--- src/frfs_pkg.sv ---
// Shared types and codes for the free region fit search block.
package frfs_pkg;

  // Field width of every address and length on the ports
  localparam int unsigned FIELD_BITS = 48;

  // Search mode codes
  localparam logic [2:0] MODE_FIRST     = 3'd0;
  localparam logic [2:0] MODE_LAST      = 3'd1;
  localparam logic [2:0] MODE_BEST_ANY  = 3'd2;
  localparam logic [2:0] MODE_BEST_FWD  = 3'd3;
  localparam logic [2:0] MODE_BEST_BWD  = 3'd4;
  localparam logic [2:0] MODE_LARGEST   = 3'd5;

  // Configuration register indexes
  localparam logic [2:0] REG_SEARCH_MODE   = 3'd0;
  localparam logic [2:0] REG_MIN_LENGTH    = 3'd1;
  localparam logic [2:0] REG_PIVOT_CLUSTER = 3'd2;
  localparam logic [2:0] REG_WINDOW_FIRST  = 3'd3;
  localparam logic [2:0] REG_WINDOW_LAST   = 3'd4;

  // Input transaction: one free region
  typedef struct packed {
    logic [FIELD_BITS-1:0] region_start;
    logic [FIELD_BITS-1:0] region_length;
    logic                  last_region;
  } frfs_in_t;

  // Result transaction: chosen region and window count
  typedef struct packed {
    logic                  found;
    logic [FIELD_BITS-1:0] chosen_start;
    logic [FIELD_BITS-1:0] chosen_length;
    logic [FIELD_BITS-1:0] free_in_window;
  } frfs_out_t;

endpackage

--- src/free_region_fit_search.sv ---
// Free region fit search: region selection and windowed free cluster count.
//
// Usage:
//   Free regions arrive on the in_ channel (valid/ready), one per transaction,
//   in ascending address order; last_region marks the final region of a list.
//   Only that final region produces a result on the out_ channel: found flag,
//   the chosen region (zero when nothing matched) and the number of free
//   clusters inside [window_first, window_last).
//   Configuration is a plain write port (cfg_we, cfg_index, cfg_wdata) with
//   no wait; writes are made while no list result is outstanding.
// Timing:
//   One region per cycle sustained unless a final region must wait.
//   A region is captured in the input register; from there the compares,
//   one add and the saturating count update run against the running
//   search state, and a final region also loads the result register.
// Reset:
//   rst_n (synchronous, active low) empties both stages, clears the search
//   state and loads the register defaults (best fit any, minimum length 1).
// Stall:
//   While a result waits for out_ready, non-final regions keep flowing; a
//   final region waits in the input register, and in_ready drops only then.
module free_region_fit_search #(
  parameter int unsigned ADDR_BITS = 48
) (
  input  logic                 clk,
  input  logic                 rst_n,
  input  logic                 in_valid,
  output logic                 in_ready,
  input  frfs_pkg::frfs_in_t   in_data,
  output logic                 out_valid,
  input  logic                 out_ready,
  output frfs_pkg::frfs_out_t  out_data,
  input  logic                 cfg_we,
  input  logic [2:0]           cfg_index,
  input  logic [47:0]          cfg_wdata
);
  import frfs_pkg::*;

  // Effective address width: ports carry 48 bits
  localparam int unsigned AW = (ADDR_BITS < FIELD_BITS) ? ADDR_BITS : FIELD_BITS;

  // Configuration registers
  logic [2:0]    search_mode_r;
  logic [AW-1:0] min_length_r;
  logic [AW-1:0] pivot_cluster_r;
  logic [AW-1:0] window_first_r;
  logic [AW-1:0] window_last_r;

  always_ff @(posedge clk) begin
    if (!rst_n) begin
      search_mode_r   <= MODE_BEST_ANY;
      min_length_r    <= AW'(1);
      pivot_cluster_r <= '0;
      window_first_r  <= '0;
      window_last_r   <= '0;
    end else if (cfg_we) begin
      case (cfg_index)
        REG_SEARCH_MODE:   search_mode_r   <= cfg_wdata[2:0];
        REG_MIN_LENGTH:    min_length_r    <= cfg_wdata[AW-1:0];
        REG_PIVOT_CLUSTER: pivot_cluster_r <= cfg_wdata[AW-1:0];
        REG_WINDOW_FIRST:  window_first_r  <= cfg_wdata[AW-1:0];
        REG_WINDOW_LAST:   window_last_r   <= cfg_wdata[AW-1:0];
        default: ;
      endcase
    end
  end

  // Input register stage
  logic          s1_valid_r;
  logic [AW-1:0] s1_start_r;
  logic [AW-1:0] s1_length_r;
  logic [AW:0]   s1_end_r;    // start + length with carry
  logic          s1_last_r;
  logic          s1_adv;
  logic          out_valid_r;
  frfs_out_t     out_data_r;

  // A final region needs the result register free or draining
  assign s1_adv   = s1_valid_r && (!s1_last_r || !out_valid_r || out_ready);
  assign in_ready = !s1_valid_r || s1_adv;

  always_ff @(posedge clk) begin
    if (!rst_n) begin
      s1_valid_r <= 1'b0;
    end else if (in_ready) begin
      s1_valid_r <= in_valid;
    end
  end

  always_ff @(posedge clk) begin
    if (in_valid && in_ready) begin
      s1_start_r  <= in_data.region_start[AW-1:0];
      s1_length_r <= in_data.region_length[AW-1:0];
      s1_end_r    <= {1'b0, in_data.region_start[AW-1:0]} +
                     {1'b0, in_data.region_length[AW-1:0]};
      s1_last_r   <= in_data.last_region;
    end
  end

  // Running search state
  logic          have_match_r,   have_match_nxt;
  logic          search_stopped_r, search_stopped_nxt;
  logic [AW-1:0] best_start_r,   best_start_nxt;
  logic [AW-1:0] best_length_r,  best_length_nxt;
  logic [AW-1:0] window_total_r, window_total_nxt;

  // Region search for the item in the input register
  logic          take;
  logic          stop;
  logic          len_ok;
  logic          best_better;

  always_comb begin
    len_ok      = (s1_length_r >= min_length_r);
    best_better = len_ok && (!have_match_r || (s1_length_r < best_length_r));
    take        = 1'b0;
    stop        = 1'b0;
    if (!search_stopped_r) begin
      case (search_mode_r)
        MODE_FIRST: begin
          take = len_ok;
          stop = len_ok;
        end
        MODE_LAST: begin
          take = len_ok;
        end
        MODE_BEST_ANY, MODE_BEST_FWD, MODE_BEST_BWD: begin
          if (search_mode_r == MODE_BEST_BWD && have_match_r &&
              s1_start_r > pivot_cluster_r) begin
            stop = 1'b1;
          end else begin
            take = best_better;
            stop = best_better && (s1_length_r == min_length_r) &&
                   (search_mode_r != MODE_BEST_FWD);
          end
        end
        MODE_LARGEST: begin
          take = (s1_length_r > best_length_r);
        end
        default: ;
      endcase
    end
  end

  // Window count for the item in the input register
  logic          beyond;
  logic [AW-1:0] reg_end;
  logic          counts;
  logic [AW-1:0] lo;
  logic [AW-1:0] hi;
  logic [AW-1:0] add;
  logic [AW:0]   total_sum;
  logic [AW-1:0] window_total_upd;

  always_comb begin
    beyond  = s1_end_r[AW];
    reg_end = s1_end_r[AW-1:0];
    counts  = (window_first_r < window_last_r) && (s1_start_r < window_last_r) &&
              (beyond || (reg_end > window_first_r));
    lo      = (s1_start_r > window_first_r) ? s1_start_r : window_first_r;
    hi      = (!beyond && (reg_end < window_last_r)) ? reg_end : window_last_r;
    add     = counts ? (hi - lo) : '0;
    total_sum = {1'b0, window_total_r} + {1'b0, add};
    // Saturate at all ones
    window_total_upd = total_sum[AW] ? '1 : total_sum[AW-1:0];
  end

  // Next state: updated by the region, cleared after a final region
  logic          found_w;
  logic [AW-1:0] chosen_start_w;
  logic [AW-1:0] chosen_length_w;

  always_comb begin
    found_w         = have_match_r || take;
    chosen_start_w  = take ? s1_start_r  : best_start_r;
    chosen_length_w = take ? s1_length_r : best_length_r;
    if (s1_last_r) begin
      have_match_nxt     = 1'b0;
      search_stopped_nxt = 1'b0;
      best_start_nxt     = '0;
      best_length_nxt    = '0;
      window_total_nxt   = '0;
    end else begin
      have_match_nxt     = found_w;
      search_stopped_nxt = search_stopped_r || stop;
      best_start_nxt     = chosen_start_w;
      best_length_nxt    = chosen_length_w;
      window_total_nxt   = window_total_upd;
    end
  end

  always_ff @(posedge clk) begin
    if (!rst_n) begin
      have_match_r     <= 1'b0;
      search_stopped_r <= 1'b0;
      best_start_r     <= '0;
      best_length_r    <= '0;
      window_total_r   <= '0;
    end else if (s1_adv) begin
      have_match_r     <= have_match_nxt;
      search_stopped_r <= search_stopped_nxt;
      best_start_r     <= best_start_nxt;
      best_length_r    <= best_length_nxt;
      window_total_r   <= window_total_nxt;
    end
  end

  // Result register
  always_ff @(posedge clk) begin
    if (!rst_n) begin
      out_valid_r <= 1'b0;
    end else if (s1_adv && s1_last_r) begin
      out_valid_r <= 1'b1;
    end else if (out_ready) begin
      out_valid_r <= 1'b0;
    end
  end

  always_ff @(posedge clk) begin
    if (s1_adv && s1_last_r) begin
      out_data_r.found          <= found_w;
      out_data_r.chosen_start   <= found_w ? FIELD_BITS'(chosen_start_w)  : '0;
      out_data_r.chosen_length  <= found_w ? FIELD_BITS'(chosen_length_w) : '0;
      out_data_r.free_in_window <= FIELD_BITS'(window_total_upd);
    end
  end

  assign out_valid = out_valid_r;
  assign out_data  = out_data_r;

  // Checks
  a_stop_implies_match: assert property (@(posedge clk) disable iff (!rst_n)
    search_stopped_r |-> have_match_r)
    else $error("search stopped without a held match");

  a_clear_after_last: assert property (@(posedge clk) disable iff (!rst_n)
    (s1_adv && s1_last_r) |=> (!have_match_r && !search_stopped_r &&
                               window_total_r == '0))
    else $error("search state not cleared after final region");

  a_not_found_zero: assert property (@(posedge clk) disable iff (!rst_n)
    (out_valid_r && !out_data_r.found) |->
      (out_data_r.chosen_start == '0 && out_data_r.chosen_length == '0))
    else $error("chosen region not zero when nothing found");

  a_result_source: assert property (@(posedge clk) disable iff (!rst_n)
    $rose(out_valid_r) |-> $past(s1_adv && s1_last_r))
    else $error("result raised without a final region");

endmodule
--- config.mk ---
export PLATFORM = sky130hd
export DESIGN_NAME = free_region_fit_search
export DESIGN_NICKNAME = d
export VERILOG_FILES = /design/src/frfs_pkg.sv /design/src/free_region_fit_search.sv
export SDC_FILE = /design/constraint.sdc
export NUM_CORES = 2
export LEC_CHECK = 0
export BUFFER_PORTS_ARGS = -buffer_cell sky130_fd_sc_hd__buf_2
export CAP_MARGIN = 20
export CORE_AREA = 2 2 273 275
export DETAILED_ROUTE_END_ITERATION = 10
export DIE_AREA = 0 0 275 277
export PLACE_DENSITY_LB_ADDON = 0.15
export SLEW_MARGIN = 25
export SYNTH_ARGS = -nofsm -noshare
export SYNTH_HDL_FRONTEND = slang
export SYNTH_SLANG_ARGS = --single-unit
--- constraint.sdc ---
create_clock -name clk -period 9.5 [get_ports clk]
set_input_delay 0 -clock clk [delete_from_list [all_inputs] [get_ports clk]]
set_output_delay 0 -clock clk [all_outputs]
set_load 0.03 [all_outputs]
==> reports/metrics.cfg <==
[logic_synthesis]
syn_area_mm2 = 0.04069
synth_nets = 5124
ys_seq_area_frac = 0.3835
synthTopCellsByArea = edfxtp_1, dfxtp_1, ha_1
async_flop_share = 0
synthFlopType = dfxtp_1
synth-edff-count = 291
synth.largest_area_cell = edfxtp_1
avgSynthCellArea_um2 = 9.156
synthesis.instances = 4444
synth_seq_cells = 634
synth_cell_types = 78
ys_warn_count = 0
yosysTopAreaCellShare = 0.2148

[clocking]
hold_buffers = 150
cts_tree = yes
cts_buffer_depth = 3
htreeDepth = 3
root_buffer = clkbuf_16
cts_setup_buffers = 0
clock-sinks = 634
cts_buffers = 72
clk_latency_ns = 0.65
post_cts_resized = 0
cts.clk_slew.worst_paths_ns = 0.06

[hold_path]
hp-start = rst_n
holdCritPathClass = in -> reg

[run]
maxCapViolations = 0

[worst_setup_path]
end_kind = flop
cp-startpoint = window_last_r[9]
critPathLaunchType = flop
worstPathArrival_ns = 9.46
cp_slowest_cell = a2111oi_0
crit_fanout = 18
r2r_start = window_last_r[9]
critPathMaxStageDelay_ns = 0.54
cp_data_required_time_ns = 10.02
crit_type = reg -> reg

[timing]
relSlewSlack = 0.2422
hold_viol_final = 0
worst_slew_pin_slew_ns = 1.137
finalCritPeriodShare = 0.9412
setup_tns_ns = 0
clock.fmax_mhz = 111.8
setup_viol = 0
final-max-slew-violation-count = 0
rsz0062_at_grt = no
holdWs_ns = 0.05629
final.min_clock_period_ns = 8.942
fin_worst_skew_ns = 0.03137

[routing]
vias_per_cell = 6.177
routed-via-count = 36050
ant_nets = 0
detail_route.iter0.violations = 3725
dr.pass1.iters = 5
drc = 0
drt-wirelength-per-cell_um = 22.92
wl_um = 133800

[global_route]
gr-total-overflow = 0
antenna_found_initial = 5
first_global_vias = 33930
grt_pass1_wl_um = 200600
grt_max_degree = 147
track_usage = 0.3414

[cells_and_area]
layout.nets = 5484
nFillCells = 6172
layout_commonest_cell = nand2_1
area_growth_pct = 15.60
mostFrequentLayoutCells = nand2_1, ha_1, dfxtp_1
layout-drive-gt1-share = 0.1133

[floorplan]
fp-row-count = 100
core-area_mm2 = 0.07357
num_io_pins = 300
dieArea_mm2 = 0.07618
initial_core_util = 0.5531
die_w_um = 275
fp.dieH_um = 277

[placed_design]
io_buffer_count = 299
dp_hpwl_um = 96140
place_congestion = 1.019

[power_and_ir_drop]
power_density_mw_per_mm2 = 167.0
p_leak_nw = 18.81
ir_drop_v = 0.0001638

[status]
status = finished clean

[cells by family (layout without fill, tap and decap cells)]
logic type | after synthesis | count (layout) | share of synthesized area
buf+inv | 496 | 916 | 0.04729
other cells | 0 | 4 | 0
fa+ha+maj | 527 | 527 | 0.1626
simple gates | 1232 | 1232 | 0.1343
xor+xnor | 116 | 116 | 0.02531
compound gates | 1381 | 1381 | 0.2312
flops | 634 | 634 | 0.3835
mux | 58 | 58 | 0.01574
[Yosys cell counts (26+ instances only)]
cell / count
mux2_2: 48
a21o_1: 143
o21ai_0: 231
a22o_1: 46
nor2_1: 204
xor2_1: 45
o21a_1: 37
a211oi_1: 29
nor3_1: 43
a21oi_1: 310
inv_1: 290
nand2_1: 668
edfxtp_1: 291
dfxtp_1: 343
o21bai_1: 26
a32o_1: 96
nand4_1: 83
xnor2_1: 70
nand3_1: 59
buf_2: 26
nor2b_1: 41
ha_1: 524
o211ai_1: 122
a21boi_0: 205
clkbuf_1: 164
[registers in the layout (all words and copies together) (netlist names), 3 cells and up]
name and flops:
best_length_r 48, best_start_r 48, min_length_r 48, out_data 145, pivot_cluster_r 48, s1_end_r 49
s1_length_r 48, s1_start_r 48, search_mode_r 3, window_first_r 48, window_last_r 48, window_total_r 48
[final timing paths]
| check | to | slack, ns | cells past startpoint |
|---|---|---|---|
| max reg2reg | window_total_r[16] | 0.56 | 32 |
| min | window_last_r[17] | 0.06 | 2 |
| min reg2reg | pivot_cluster_r[11] | 0.46 | 2 |
| max | window_total_r[16] | 0.56 | 32 |
[report_power, final]
group	internal, mW	switching [mW]	leakage [nW]
clock network	1.71	1.23	1.21
registers	3.00	0.128	5.60
logic	0.683	1.10	12.0
[metrics by stage]
stage          area, µm²    util  power, mW  cells  setup slack, ns
3_3_place_gp       43040  0.5849      4.851   5549           0.7676
5_1_grt            47030  0.6393      8.144   5835          0.05535
6_report           47040  0.6393      7.853   5837           0.5585
2_1_floorplan      40690       -      4.316   4444           0.4117
4_1_cts            47020  0.6390      7.826   5833           0.6877
3_5_place_dp       43040  0.5849      4.860   5549           0.7287
[final cells by class]
cell class              count  area [µm²]  share of cell area
flip-flops and latches    634       15610              0.3319
well taps                 969        1212             0.02578
diodes                      4       10.01           0.0002128
clock buffers             107        2086             0.04434
clock inverters            27       392.9            0.008353
repair buffers            492        3339             0.07100
multi-input cells        3314       23300              0.4953
inverters                 290        1089             0.02314
[layer usage]
layer  vias up  wire (µm)  GRT usage
li1      16970          -          -
met1     17250      59310     0.4870
met2      1549      58040     0.5225
met3       281      11630    0.05480
met4         0       4779     0.1193
met5         -          0          0
[critical path, delay by kind of cell (launching register included)]
family                   cells  cell delay (ns)
AND/OR/NAND/NOR              5             1.25
adder cells (fa/ha/maj)      3             1.00
AO/OA/AOI/OAI               21             5.42
flip-flops                   1             0.36
buffers and inverters        2             0.33
multiplexers                 1             0.42
(Power assumes the default switching activity.)
